File: config.mk
export PLATFORM = sky130hd
export DESIGN_NAME = version_string_compare_top
export DESIGN_NICKNAME = d
export VERILOG_FILES = /design/src/vsc_pkg.sv /design/src/version_string_compare_top.sv /design/src/vsc_front.sv /design/src/vsc_queue.sv /design/src/vsc_back.sv
export VERILOG_INCLUDE_DIRS = /design/src /design/src/src
export SDC_FILE = /design/constraint.sdc
export NUM_CORES = 1
export LEC_CHECK = 0
export ABC_AREA = 1
export BUFFER_PORTS_ARGS = -buffer_cell sky130_fd_sc_hd__buf_4
export CAP_MARGIN = 10
export CORE_AREA = 2 2 106 108
export DETAILED_ROUTE_END_ITERATION = 16
export DIE_AREA = 0 0 108 110
export PLACE_DENSITY = 0.74
export RECOVER_POWER = 50
export SYNTH_ARGS = -nofsm -noshare
export SYNTH_HDL_FRONTEND = slang
export SYNTH_HIERARCHICAL = 1
export SYNTH_SLANG_ARGS = --single-unit
File: constraint.sdc
create_clock -name clk -period 3.9 [get_ports clk]
set_input_delay 0.195 -clock clk [delete_from_list [all_inputs] [get_ports clk]]
set_output_delay 0.195 -clock clk [all_outputs]
set_load 0.01 [all_outputs]
File: src/version_string_compare_top_defines.svh
`ifndef VERSION_STRING_COMPARE_TOP_DEFINES_SVH
`define VERSION_STRING_COMPARE_TOP_DEFINES_SVH

// same-cycle implication, checked outside reset
`define VSC_ASSERT_NOW(lbl, ante, cons, msg) \
	lbl: assert property (@(posedge clk) disable iff (!arst_n) (ante) |-> (cons)) \
		else $error(msg);

// next-cycle implication, checked outside reset
`define VSC_ASSERT_NEXT(lbl, ante, cons, msg) \
	lbl: assert property (@(posedge clk) disable iff (!arst_n) (ante) |=> (cons)) \
		else $error(msg);

`endif

File: src/vsc_pkg.sv
package vsc_pkg;

	localparam int QDepth = 4;
	localparam int QAddrW = $clog2(QDepth);
	localparam int QCountW = $clog2(QDepth + 1);

	localparam logic [7:0] CHAR_NUL  = 8'h00;
	localparam logic [7:0] CHAR_ZERO = 8'h30;
	localparam logic [7:0] CHAR_NINE = 8'h39;

	typedef enum logic [1:0] {
		CLS_OTHER = 2'd0,
		CLS_DIGIT = 2'd1,
		CLS_ZERO  = 2'd2
	} vsc_class_t;

	typedef enum logic [1:0] {
		S_NORMAL   = 2'd0,
		S_INTEGRAL = 2'd1,
		S_FRACTION = 2'd2,
		S_ZEROS    = 2'd3
	} vsc_scan_t;

	typedef enum logic [1:0] {
		PH_DONE = 2'd0,
		PH_SCAN = 2'd1,
		PH_LEN  = 2'd2
	} vsc_phase_t;

	typedef enum logic [1:0] {
		K_DIFF = 2'd0,
		K_LESS = 2'd1,
		K_MORE = 2'd2,
		K_LEN  = 2'd3
	} vsc_kind_t;

	typedef struct packed {
		logic             start;
		logic [1:0]       cls_a;
		logic [1:0]       cls_b;
		logic             a_nul;
		logic             dig_a;
		logic             dig_b;
		logic signed [8:0] diff;
	} vsc_item_t;

	localparam vsc_scan_t VSC_NEXT [16] = '{
		S_NORMAL,   S_INTEGRAL, S_ZEROS,    S_NORMAL,
		S_NORMAL,   S_INTEGRAL, S_INTEGRAL, S_INTEGRAL,
		S_NORMAL,   S_FRACTION, S_FRACTION, S_FRACTION,
		S_NORMAL,   S_FRACTION, S_ZEROS,    S_ZEROS
	};

	localparam vsc_kind_t VSC_DECIDE [64] = '{
		K_DIFF, K_DIFF, K_DIFF, K_DIFF, K_DIFF, K_LEN,  K_DIFF, K_DIFF,
		K_DIFF, K_DIFF, K_DIFF, K_DIFF, K_DIFF, K_DIFF, K_DIFF, K_DIFF,
		K_DIFF, K_LESS, K_LESS, K_DIFF, K_MORE, K_LEN,  K_LEN,  K_DIFF,
		K_MORE, K_LEN,  K_LEN,  K_DIFF, K_DIFF, K_DIFF, K_DIFF, K_DIFF,
		K_DIFF, K_DIFF, K_DIFF, K_DIFF, K_DIFF, K_LEN,  K_DIFF, K_DIFF,
		K_DIFF, K_DIFF, K_DIFF, K_DIFF, K_DIFF, K_DIFF, K_DIFF, K_DIFF,
		K_DIFF, K_MORE, K_MORE, K_DIFF, K_LESS, K_DIFF, K_DIFF, K_DIFF,
		K_LESS, K_DIFF, K_DIFF, K_DIFF, K_DIFF, K_DIFF, K_DIFF, K_DIFF
	};

	function automatic logic vsc_is_digit(input logic [7:0] c);
		return (c >= CHAR_ZERO) && (c <= CHAR_NINE);
	endfunction

	function automatic logic [1:0] vsc_class(input logic [7:0] c);
		if (c == CHAR_ZERO) begin
			return CLS_ZERO;
		end else if (vsc_is_digit(c)) begin
			return CLS_DIGIT;
		end
		return CLS_OTHER;
	endfunction

endpackage

File: src/version_string_compare_top.sv
// Version string compare: one character pair per item, one signed result per comparison.
// Front end: one item per cycle while the queue has room, via a classifier register.
// Back end: one queued pair per cycle unless a result is held waiting for result_ready.
// A four-entry queue sits between classifier and decision machine; result is registered.
// Reset (arst_n low, asynchronous): queue empty, no result pending, comparison decided.
module version_string_compare_top (
	input  logic              clk,
	input  logic              arst_n,
	input  logic [7:0]        char_a,
	input  logic [7:0]        char_b,
	input  logic              start_req,
	input  logic              item_valid,
	output logic              item_ready,
	output logic signed [8:0] result,
	output logic              result_valid,
	input  logic              result_ready
);
	import vsc_pkg::*;

	logic      push_valid;
	logic      push_ready;
	vsc_item_t push_item;
	logic      pop_valid;
	logic      pop_ready;
	vsc_item_t pop_item;

	vsc_front u_front (
		.clk        (clk),
		.arst_n     (arst_n),
		.char_a     (char_a),
		.char_b     (char_b),
		.start_req  (start_req),
		.item_valid (item_valid),
		.item_ready (item_ready),
		.push_valid (push_valid),
		.push_ready (push_ready),
		.push_item  (push_item)
	);

	vsc_queue u_queue (
		.clk        (clk),
		.arst_n     (arst_n),
		.push_valid (push_valid),
		.push_ready (push_ready),
		.push_item  (push_item),
		.pop_valid  (pop_valid),
		.pop_ready  (pop_ready),
		.pop_item   (pop_item)
	);

	vsc_back u_back (
		.clk          (clk),
		.arst_n       (arst_n),
		.pop_valid    (pop_valid),
		.pop_ready    (pop_ready),
		.pop_item     (pop_item),
		.result       (result),
		.result_valid (result_valid),
		.result_ready (result_ready)
	);

endmodule

File: src/vsc_front.sv
module vsc_front (
	input  logic               clk,
	input  logic               arst_n,
	input  logic [7:0]         char_a,
	input  logic [7:0]         char_b,
	input  logic               start_req,
	input  logic               item_valid,
	output logic               item_ready,
	output logic               push_valid,
	input  logic               push_ready,
	output vsc_pkg::vsc_item_t push_item
);
	import vsc_pkg::*;

	logic      valid_s1;
	vsc_item_t item_s1;
	logic      accept;

	assign item_ready = !valid_s1 || push_ready;
	assign accept     = item_valid && item_ready;
	assign push_valid = valid_s1;
	assign push_item  = item_s1;

	always_ff @(posedge clk or negedge arst_n) begin
		if (!arst_n) begin
			valid_s1 <= 1'b0;
		end else if (accept) begin
			valid_s1 <= 1'b1;
		end else if (push_ready) begin
			valid_s1 <= 1'b0;
		end
	end

	// classify on entry
	always_ff @(posedge clk) begin
		if (accept) begin
			item_s1.start <= start_req;
			item_s1.cls_a <= vsc_class(char_a);
			item_s1.cls_b <= vsc_class(char_b);
			item_s1.a_nul <= (char_a == CHAR_NUL);
			item_s1.dig_a <= vsc_is_digit(char_a);
			item_s1.dig_b <= vsc_is_digit(char_b);
			item_s1.diff  <= $signed({1'b0, char_a}) - $signed({1'b0, char_b});
		end
	end

endmodule

File: src/vsc_queue.sv
`include "version_string_compare_top_defines.svh"

module vsc_queue (
	input  logic               clk,
	input  logic               arst_n,
	input  logic               push_valid,
	output logic               push_ready,
	input  vsc_pkg::vsc_item_t push_item,
	output logic               pop_valid,
	input  logic               pop_ready,
	output vsc_pkg::vsc_item_t pop_item
);
	import vsc_pkg::*;

	vsc_item_t           slot_q [QDepth];
	logic [QAddrW-1:0]   wr_ptr_q;
	logic [QAddrW-1:0]   rd_ptr_q;
	logic [QCountW-1:0]  count_q;
	logic                push;
	logic                pop;

	assign push_ready = (count_q != QCountW'(QDepth));
	assign pop_valid  = (count_q != '0);
	assign pop_item   = slot_q[rd_ptr_q];
	assign push       = push_valid && push_ready;
	assign pop        = pop_valid && pop_ready;

	always_ff @(posedge clk or negedge arst_n) begin
		if (!arst_n) begin
			wr_ptr_q <= '0;
			rd_ptr_q <= '0;
			count_q  <= '0;
		end else begin
			if (push) begin
				wr_ptr_q <= wr_ptr_q + 1'b1;
			end
			if (pop) begin
				rd_ptr_q <= rd_ptr_q + 1'b1;
			end
			case ({push, pop})
				2'b10:   count_q <= count_q + 1'b1;
				2'b01:   count_q <= count_q - 1'b1;
				default: count_q <= count_q;
			endcase
		end
	end

	always_ff @(posedge clk) begin
		if (push) begin
			slot_q[wr_ptr_q] <= push_item;
		end
	end

	`VSC_ASSERT_NOW(a_count_bound, 1'b1, count_q <= QCountW'(QDepth), "queue count overflow")
	`VSC_ASSERT_NOW(a_ptr_gap, 1'b1, (wr_ptr_q - rd_ptr_q) == count_q[QAddrW-1:0], "queue pointers disagree with count")

endmodule

File: src/vsc_back.sv
`include "version_string_compare_top_defines.svh"

module vsc_back (
	input  logic               clk,
	input  logic               arst_n,
	input  logic               pop_valid,
	output logic               pop_ready,
	input  vsc_pkg::vsc_item_t pop_item,
	output logic signed [8:0]  result,
	output logic               result_valid,
	input  logic               result_ready
);
	import vsc_pkg::*;

	localparam logic signed [8:0] RES_LESS = -9'sd1;
	localparam logic signed [8:0] RES_MORE = 9'sd1;

	vsc_scan_t         scan_q, scan_d;
	vsc_phase_t        phase_q, phase_d;
	logic signed [8:0] saved_q, saved_d;
	logic signed [8:0] result_q, result_d;
	logic              out_valid_q;
	logic              pop;
	logic              emit;
	vsc_scan_t         scan_cur;
	vsc_phase_t        phase_cur;
	logic signed [8:0] saved_cur;
	vsc_kind_t         kind;

	assign pop_ready    = !out_valid_q || result_ready;
	assign pop          = pop_valid && pop_ready;
	assign result       = result_q;
	assign result_valid = out_valid_q;

	always_comb begin
		scan_cur  = pop_item.start ? S_NORMAL : scan_q;
		phase_cur = pop_item.start ? PH_SCAN  : phase_q;
		saved_cur = pop_item.start ? '0       : saved_q;
		kind      = VSC_DECIDE[{scan_cur, pop_item.cls_a, pop_item.cls_b}];
		scan_d    = scan_cur;
		phase_d   = phase_cur;
		saved_d   = saved_cur;
		emit      = 1'b0;
		result_d  = pop_item.diff;
		case (phase_cur)
			PH_SCAN: begin
				if (pop_item.diff == '0 && !pop_item.a_nul) begin
					scan_d = VSC_NEXT[{scan_cur, pop_item.cls_a}];
				end else begin
					case (kind)
						K_LESS: begin
							emit     = 1'b1;
							result_d = RES_LESS;
						end
						K_MORE: begin
							emit     = 1'b1;
							result_d = RES_MORE;
						end
						K_LEN: begin
							saved_d = pop_item.diff;
							phase_d = PH_LEN;
						end
						default: begin
							emit = 1'b1;
						end
					endcase
				end
			end
			PH_LEN: begin
				if (pop_item.dig_a) begin
					if (!pop_item.dig_b) begin
						emit     = 1'b1;
						result_d = RES_MORE;
					end
				end else begin
					emit     = 1'b1;
					result_d = pop_item.dig_b ? RES_LESS : saved_cur;
				end
			end
			default: begin
				emit = 1'b0;
			end
		endcase
		if (emit) begin
			phase_d = PH_DONE;
		end
	end

	always_ff @(posedge clk or negedge arst_n) begin
		if (!arst_n) begin
			scan_q      <= S_NORMAL;
			phase_q     <= PH_DONE;
			saved_q     <= '0;
			out_valid_q <= 1'b0;
		end else begin
			if (pop) begin
				scan_q  <= scan_d;
				phase_q <= phase_d;
				saved_q <= saved_d;
			end
			if (pop && emit) begin
				out_valid_q <= 1'b1;
			end else if (result_ready) begin
				out_valid_q <= 1'b0;
			end
		end
	end

	always_ff @(posedge clk) begin
		if (pop && emit) begin
			result_q <= result_d;
		end
	end

	`VSC_ASSERT_NEXT(a_emit_done, pop && emit, phase_q == PH_DONE && out_valid_q, "result without return to decided phase")
	`VSC_ASSERT_NOW(a_len_result, pop && emit && phase_cur == PH_LEN, result_d == RES_LESS || result_d == RES_MORE || result_d == saved_q, "bad result in length phase")

endmodule
==> out/qor.yml, run 1 <==
synth:
  synth_area_leaders: "edfxtp_1, nand2_1, dfrtp_1"
  yosysTopAreaCell: "edfxtp_1"
  avgSynthCellArea_sq_um: 9.35
  yosys_warnings: 6
  yosysSeqAreaShare_pct: 56.0
  synth_area_sq_mm: 0.00602
  syn_inst: 644
  synth-async-reset-ratio_pct: 19.0
  synth_ff_type: "edfxtp_1"
  synth.distinct_cells: 33
  ys_seq_elements: 116
  synth-edff-count: 94
  synth.top_cell.area_share_pct: 46.9
  synth_nets: 689
clock_tree:
  cts_buffer_depth: 2
  insertion_delay_ns: 0.52
  cts_tree: "built"
  post_cts_buffers: 0
  root_buffer: "clkbuf_8"
  cts_htree_levels: 4
  path_clk_slew_ns: 0.05
  numCtsBuffers: 17
  clock-sinks: 116
timing:
  max_freq_mhz: 308
  worstMarginPinSlew_ns: 1.28
  setup_violations: 0
  slew_violations: 0
  slew_headroom_pct: 14.4
  worst_slack_ns: 0.655
  skew_ns: 0.00824
  fin_crit_sh_pct: 83.2
  fin_setup_tns_ns: 0
  finalHoldViolCount: 0
  rsz0062_at_grt: "no"
  period_needed_ns: 3.25
final_layout:
  syn_to_final_growth_pct: 13.1
  final_cell_mix: "nand2_1, inv_1, edfxtp_1"
  final_common_cell: "nand2_1"
  final_core_utilization_pct: 63.7
  drive_above_1_share_pct: 10.5
  antenna_cells: 0
  nets: 725
routing:
  first_iter_violations: 292
  firstDrtPassIters: 7
  vias_per_cell: 5.31
  drc: 0
  routed_wl_mm: 12.0
  wl_per_cell_microns: 14.5
  ant_nets: 0
  route.vias.total: 4422
critical_path:
  cp_common_cell: "nand2_1"
  critPathArrivalTime_ns: 3.51
  crit_path_top_delay_cell: "dfrtp_1"
  worstSetupStartpointType: "register"
  worstPathCellList: "inv_2 > o211ai_1 > nand2_1 > inv_2 > nand2_2 > inv_1 > a31oi_1 > inv_1 > nand2_1 > inv_1 > ha_1 > inv_2 > nor2_1 > a21oi_1 > nand3_1 > nand2_1 > nand2_1 > nand2_1"
  cp.required_ns: 4.17
  slowest_delay_ns: 0.40
  critical_path.max_fanout: 18
  criticalPathCategory: "register to register"
  end_kind: "register"
global_route:
  grt.overflow.total: 0
  grt_max_degree: 39
  antenna_found_initial: 0
  grt_pass1_wl_mm: 19.8
  grt_usage_pct: 22.3
  grt_pass1_vias: 4300
die:
  core_area_sq_mm: 0.0107
  dieArea_sq_mm: 0.0119
  die_x_microns: 108
  ios: 32
  die_h_microns: 110
  std_cell_rows: 38
  start_util_pct: 56.3
pwr:
  switching_share_pct: 39.9
  p_per_area_mw_per_mm2: 793
  seqPwrFrac_pct: 35.0
  max-vdd-ir-drop_uv: 362
  leakage_uw: 0.00314
  p_comb_share_pct: 40.3
  internal-power_uw: 3240
  p_sw_uw: 2160
  pwr-share-clk_pct: 24.8
worst_hold_path:
  hp-class: "input port to register"
run_status:
  outcome: "finished clean"
placement:
  globalplace.congestion: 0.884
  port_buffers: 31
  detailedPlace.worstSlack_ns: 0.536
  hpwl_mm: 8.32
flow_run:
  max_cap_violations: 0
-- synth_stat cells, types with 2 or more instances --
cell / n
nand2_1: 162
inv_1: 122
edfxtp_1: 94
nor2_1: 42
a21oi_1: 40
nand3_1: 38
o211ai_1: 25
dfrtp_1: 22
ha_1: 22
o21ai_0: 13
buf_2: 11
o211ai_2: 9
inv_2: 5
buf_6: 4
nor2_2: 4
nand4_1: 3
nor3_1: 3
o21ai_1: 3
a31oi_1: 2
clkbuf_1: 2
fa_1: 2
nand2_2: 2
nand3_2: 2
xnor2_1: 2
xor2_1: 2
-- area by class of cell --
type / count / area [sq um]
Fill cell: 886 / 3880
Multi-Input combinational cell: 382 / 2050
Inverter: 127 / 479
Sequential cell: 116 / 3370
Tap cell: 140 / 175
Clock inverter: 11 / 88.8
Clock buffer: 20 / 425
Timing Repair Buffer: 36 / 225
-- layer usage --
metal / track usage, % / part of all wire [%] / routed length (microns) / vias to the layer above
li1: - / - / - / 2180
met1: 27.0 / 42 / 5030 / 2076
met2: 37.9 / 51 / 6150 / 138
met3: 4.82 / 4.4 / 529 / 28
met4: 11.0 / 2.7 / 323 / 0
met5: 0 / 0 / 0 / -
-- per-stage QoR --
stage,cells,instance area [sq um],power [uW],hold WS (ns)
after floorplan,644,6020,3560,-0.101
after global placement,798,6340,4050,0.103
after detailed placement,798,6340,4110,0.112
after CTS,832,6890,5470,0.00228
after global routing,832,6810,5840,-0.00759
final,832,6810,5400,0.00257
-- registers in the layout, summed over array words and instances, names as in the netlist --
register	count
u_queue/count_q	3
u_back/phase_q	2
u_back/result_valid	1
u_queue/slot_q	68
u_back/result	9
u_front/push_valid	1
u_queue/wr_ptr_q	2
u_back/saved_q	9
u_front/push_item	17
u_back/scan_q	2
u_queue/rd_ptr_q	2
-- kinds of logic (layout without fill, tap and decap cells) --
| logic type | count (synthesis) | after routing | share of synthesized area, % |
|---|---|---|---|
| buffers and inverters | 146 | 194 | 9.89 |
| AOI/OAI and AO/OA | 94 | 94 | 10.2 |
| adders and majority gates | 24 | 24 | 5.23 |
| DFF | 116 | 116 | 56.0 |
| and+or+nand+nor | 260 | 260 | 18.1 |
| xor gates and xnor gates | 4 | 4 | 0.582 |
-- what timing repair did --
item | 4_1_cts | 5_1_grt
hold endpoints to repair | 24 | 0
resized for setup | 0 | 2
setup endpoints to repair | 0 | 1
hold buffers | 3 | 0
-- worst max-delay path, delay by kind of cell (launching register included) --
family	cells	cell delay, ns
AND/OR/NAND/NOR	8	1.16
buffers and inverters	6	0.73
AO/OA/AOI/OAI	3	0.42
flip-flops	1	0.40
adder cells (fa/ha/maj)	1	0.28
-- final timing paths --
path	startpoint	end	slack, ns	cells after the start
min	char_a[4]	u_front/push_item[11]	0.003	2
max	u_queue/rd_ptr_q[1]	u_back/result[8]	0.65	18
min reg2reg	u_queue/count_q[0]	u_queue/count_q[0]	0.47	1
max in group asynchronous	arst_n	u_back/saved_q[2]	2.66	2
max reg2reg	u_queue/rd_ptr_q[1]	u_back/result[8]	0.65	18
min in group asynchronous	arst_n	u_back/scan_q[0]	0.48	2
-- power by group through the flow --
stage | combinational [uW] | clock [uW] | sequential, uW
final | 2170 | 1340 | 1890
after global routing | 2490 | 1430 | 1920
after CTS | 2210 | 1370 | 1890
after detailed placement | 2200 | 0 | 1910
after global placement | 2150 | 0 | 1900
after floorplan | 1660 | 0 | 1900
Power figures use the tool's default switching activity.
==> run 2, diff against run 1 <==
--- a/config.mk
+++ b/config.mk
@@ -6,12 +6,12 @@
 export SDC_FILE = /design/constraint.sdc
 export NUM_CORES = 1
 export LEC_CHECK = 0
-export ABC_AREA = 1
+export ABC_AREA = 0
 export BUFFER_PORTS_ARGS = -buffer_cell sky130_fd_sc_hd__buf_4
 export CAP_MARGIN = 10
-export CORE_AREA = 2 2 106 108
+export CORE_AREA = 2 2 103 105
 export DETAILED_ROUTE_END_ITERATION = 16
-export DIE_AREA = 0 0 108 110
+export DIE_AREA = 0 0 105 107
 export PLACE_DENSITY = 0.74
 export RECOVER_POWER = 50
 export SYNTH_ARGS = -nofsm -noshare
==> constraint.sdc (replaced) <==
create_clock -name clk -period 2.8 [get_ports clk]
set_input_delay 0.14 -clock clk [delete_from_list [all_inputs] [get_ports clk]]
set_output_delay 0.14 -clock clk [all_outputs]
set_load 0.01 [all_outputs]
==> run 2 against run 1 <==
  * The flow now finishes with violations (setup timing)
  * Synthesized cell count shrank 43%
  * Wire length is 17% lower
  * Clock skew up 0.00082 ns
  * Via count fell by 26%
  * Setup slack worse by 0.74 ns
  * Non-clock buffer count is 29 higher
  * Sequential share of layout area is 0.69 points higher
  * Clock-buffer cell count decreased by 3
  * Critical endpoint is now u_back/result[1]
==> out/qor.yml, run 2 <==
pwr:
  power_uw: 7690
  leakage_uw: 0.00260
  max-vdd-ir-drop_uv: 428
  p_per_area_mw_per_mm2: 1140
final_layout:
  drive_above_1_share_pct: 29.2
  largest_reg_flops: 68
  final_common_cell: "edfxtp_1"
  regArea_sq_mm: 0.00337
  final_cells: 592
  nets: 488
  multi_input_area_sq_mm: 0.00198
  syn_to_final_growth_pct: 24.2
  regMostFlops: "u_queue/slot_q"
  final_cell_mix: "edfxtp_1, buf_4, inv_1"
  fill_cells: 738
  antenna_cells: 0
synth:
  yosysTopAreaCell: "edfxtp_1"
  synth-edff-count: 94
  synth.distinct_cells: 55
  yosys_warnings: 6
  ys_seq_elements: 116
  synth_area_leaders: "edfxtp_1, dfrtp_1, mux4_2"
  synth-async-reset-ratio_pct: 19.0
  synth.most_common_cell: "edfxtp_1"
  yosysSeqAreaShare_pct: 62.3
  synth.top_cell.area_share_pct: 52.1
  synth_commonest_cells: "edfxtp_1, inv_1, nand2_1, dfrtp_1, ha_1"
  avgSynthCellArea_sq_um: 14.6
  synth_nets: 415
  synth_area_sq_mm: 0.00541
  synth_ff_type: "edfxtp_1"
  syn_inst: 370
global_route:
  grt_max_degree: 23
  grt_usage_pct: 19.9
  grt.overflow.total: 0
  antenna_found_initial: 0
  grt_pass1_vias: 3475
  grt_pass1_wl_mm: 16.8
die:
  die_h_microns: 107
  die_x_microns: 105
  dieArea_sq_mm: 0.0112
  start_util_pct: 53.6
  core_area_sq_mm: 0.0101
  std_cell_rows: 37
  ios: 32
clock_tree:
  root_buffer: "clkbuf_8"
  numCtsBuffers: 17
  path_clk_slew_ns: 0.06
  cts_htree_levels: 4
  cts_tree: "built"
  insertion_delay_ns: 0.52
  clock-sinks: 116
  cts_buffer_depth: 2
routing:
  ant_nets: 0
  firstDrtPassIters: 4
  vias_per_cell: 5.53
  routed_wl_mm: 10.0
  wl_per_cell_microns: 16.9
  route.vias.total: 3275
  first_iter_violations: 161
  drc: 0
critical_path:
  reg2reg_slack_ns: -0.08
  worstSetupEndpoint: "u_back/result[1]"
  r2r-end: "u_back/result[1]"
  critPathArrivalTime_ns: 3.15
  path_buf_inv: 3
  startpoint: "u_queue/rd_ptr_q[0]"
  worstPathCellList: "buf_6 > mux4_2 > nand2b_1 > buf_4 > a21oi_1 > o2bb2ai_2 > ha_1 > nand2_2 > nor4b_4 > buf_4 > a221o_1"
  reg2reg_from: "u_queue/rd_ptr_q[0]"
  crit_path_top_delay_cell: "mux4_2"
  end_kind: "register"
  worstSetupStartpointType: "register"
  path_depth: 11
  critical_path.max_fanout: 7
  cp_common_cell: "buf_4"
  cp.required_ns: 3.06
  reg2reg_depth: 11
  cp_top_family: "compound AO/OA/AOI/OAI gates"
  slowest_delay_ns: 0.51
  criticalPathCategory: "register to register"
timing:
  worstMarginPinSlew_ns: 1.26
  period_needed_ns: 2.88
  setup_violations: 8
  fin_setup_tns_ns: -0.551
  worst_slack_ns: -0.0845
  slew_headroom_pct: 16.0
  slew_violations: 0
  finalHoldViolCount: 0
  holdWs_ns: 0.0481
  fin_crit_sh_pct: 103
  skew_ns: 0.00905
  rsz0062_at_grt: "yes"
  max_freq_mhz: 347
run_status:
  violations: "setup timing"
  outcome: "complete, but fails checks"
placement:
  detailedPlace.worstSlack_ns: -0.223
  placed_cells: 548
  globalplace.congestion: 0.807
  port_buffers: 31
  hpwl_mm: 6.64
flow_run:
  max_cap_violations: 0
worst_hold_path:
  hp-class: "input port to register"
[run 2: power breakdown]
part | switching (uW) | internal [uW] | total, uW
clock network | 773 | 1450 | 2220
registers | 171 | 2440 | 2610
logic | 1520 | 1330 | 2860
total | 2470 | 5220 | 7690
[run 2: layer usage]
layer | global-route usage (%) | share of wire [%] | wire [microns]
met5 | 0 | 0 | 0
met4 | 7.71 | 1.4 | 137
met3 | 5.78 | 4.1 | 410
met2 | 34.7 | 52 | 5190
met1 | 23.2 | 43 | 4270
[run 2: layout make-up]
| cell class | instances | area share, % |
|---|---|---|
| Tap cell | 136 | 2.53 |
| Multi-Input combinational cell | 214 | 29.5 |
| Clock buffer | 17 | 6.16 |
| Sequential cell | 116 | 50.2 |
| Timing Repair Buffer | 65 | 6.89 |
| Clock inverter | 15 | 3.05 |
| Inverter | 29 | 1.66 |
[run 2: worst register-to-register path: cells and delay by family, from the launching register on]
| kind | cells | cell delay [ns] |
|---|---|---|
| fa+ha+maj | 1 | 0.29 |
| flops | 1 | 0.38 |
| mux | 1 | 0.51 |
| simple gates | 3 | 0.39 |
| compound gates | 3 | 0.57 |
| buf+inv | 3 | 0.49 |
[run 2: how the worst min path moves through the flow]
stage / cells after the start / to / startpoint
floorplan: 0 / u_back/phase_q[0] / arst_n
global placement: 1 / u_back/result_valid / arst_n
detailed placement: 1 / u_back/result_valid / arst_n
CTS: 2 / u_back/scan_q[1] / arst_n
global route: 3 / u_front/push_item[10] / char_a[2]
finish: 3 / u_front/push_item[10] / char_a[2]
[run 2: cell families after synthesis]
kind of cell               synth area share, %
DFF                                       62.3
and+or+nand+nor                           10.2
AOI/OAI and AO/OA                         8.83
buffers and inverters                     3.44
adders and majority gates                 5.83
muxes                                     7.72
xor gates and xnor gates                  1.62
[run 2: what timing repair did]
| action | 4_1_cts | 5_1_grt |
|---|---|---|
| hold buffers | 8 | 0 |
| setup buffers | 3 | 0 |
| gates resized for setup | 7 | 10 |
| pin swaps | 6 | 4 |
| hold endpoints to repair | 28 | 0 |
| endpoints found under the setup margin | 17 | 23 |
| cloned | 0 | 1 |
[run 2: stage by stage]
| stage | utilization, % | area [sq um] |
|---|---|---|
| finish | 66.6 | 6720 |
| global route | 66.6 | 6720 |
| CTS | 66.7 | 6730 |
| detailed placement | 59.3 | 5990 |
| global placement | 59.3 | 5990 |
| floorplan | - | 5500 |
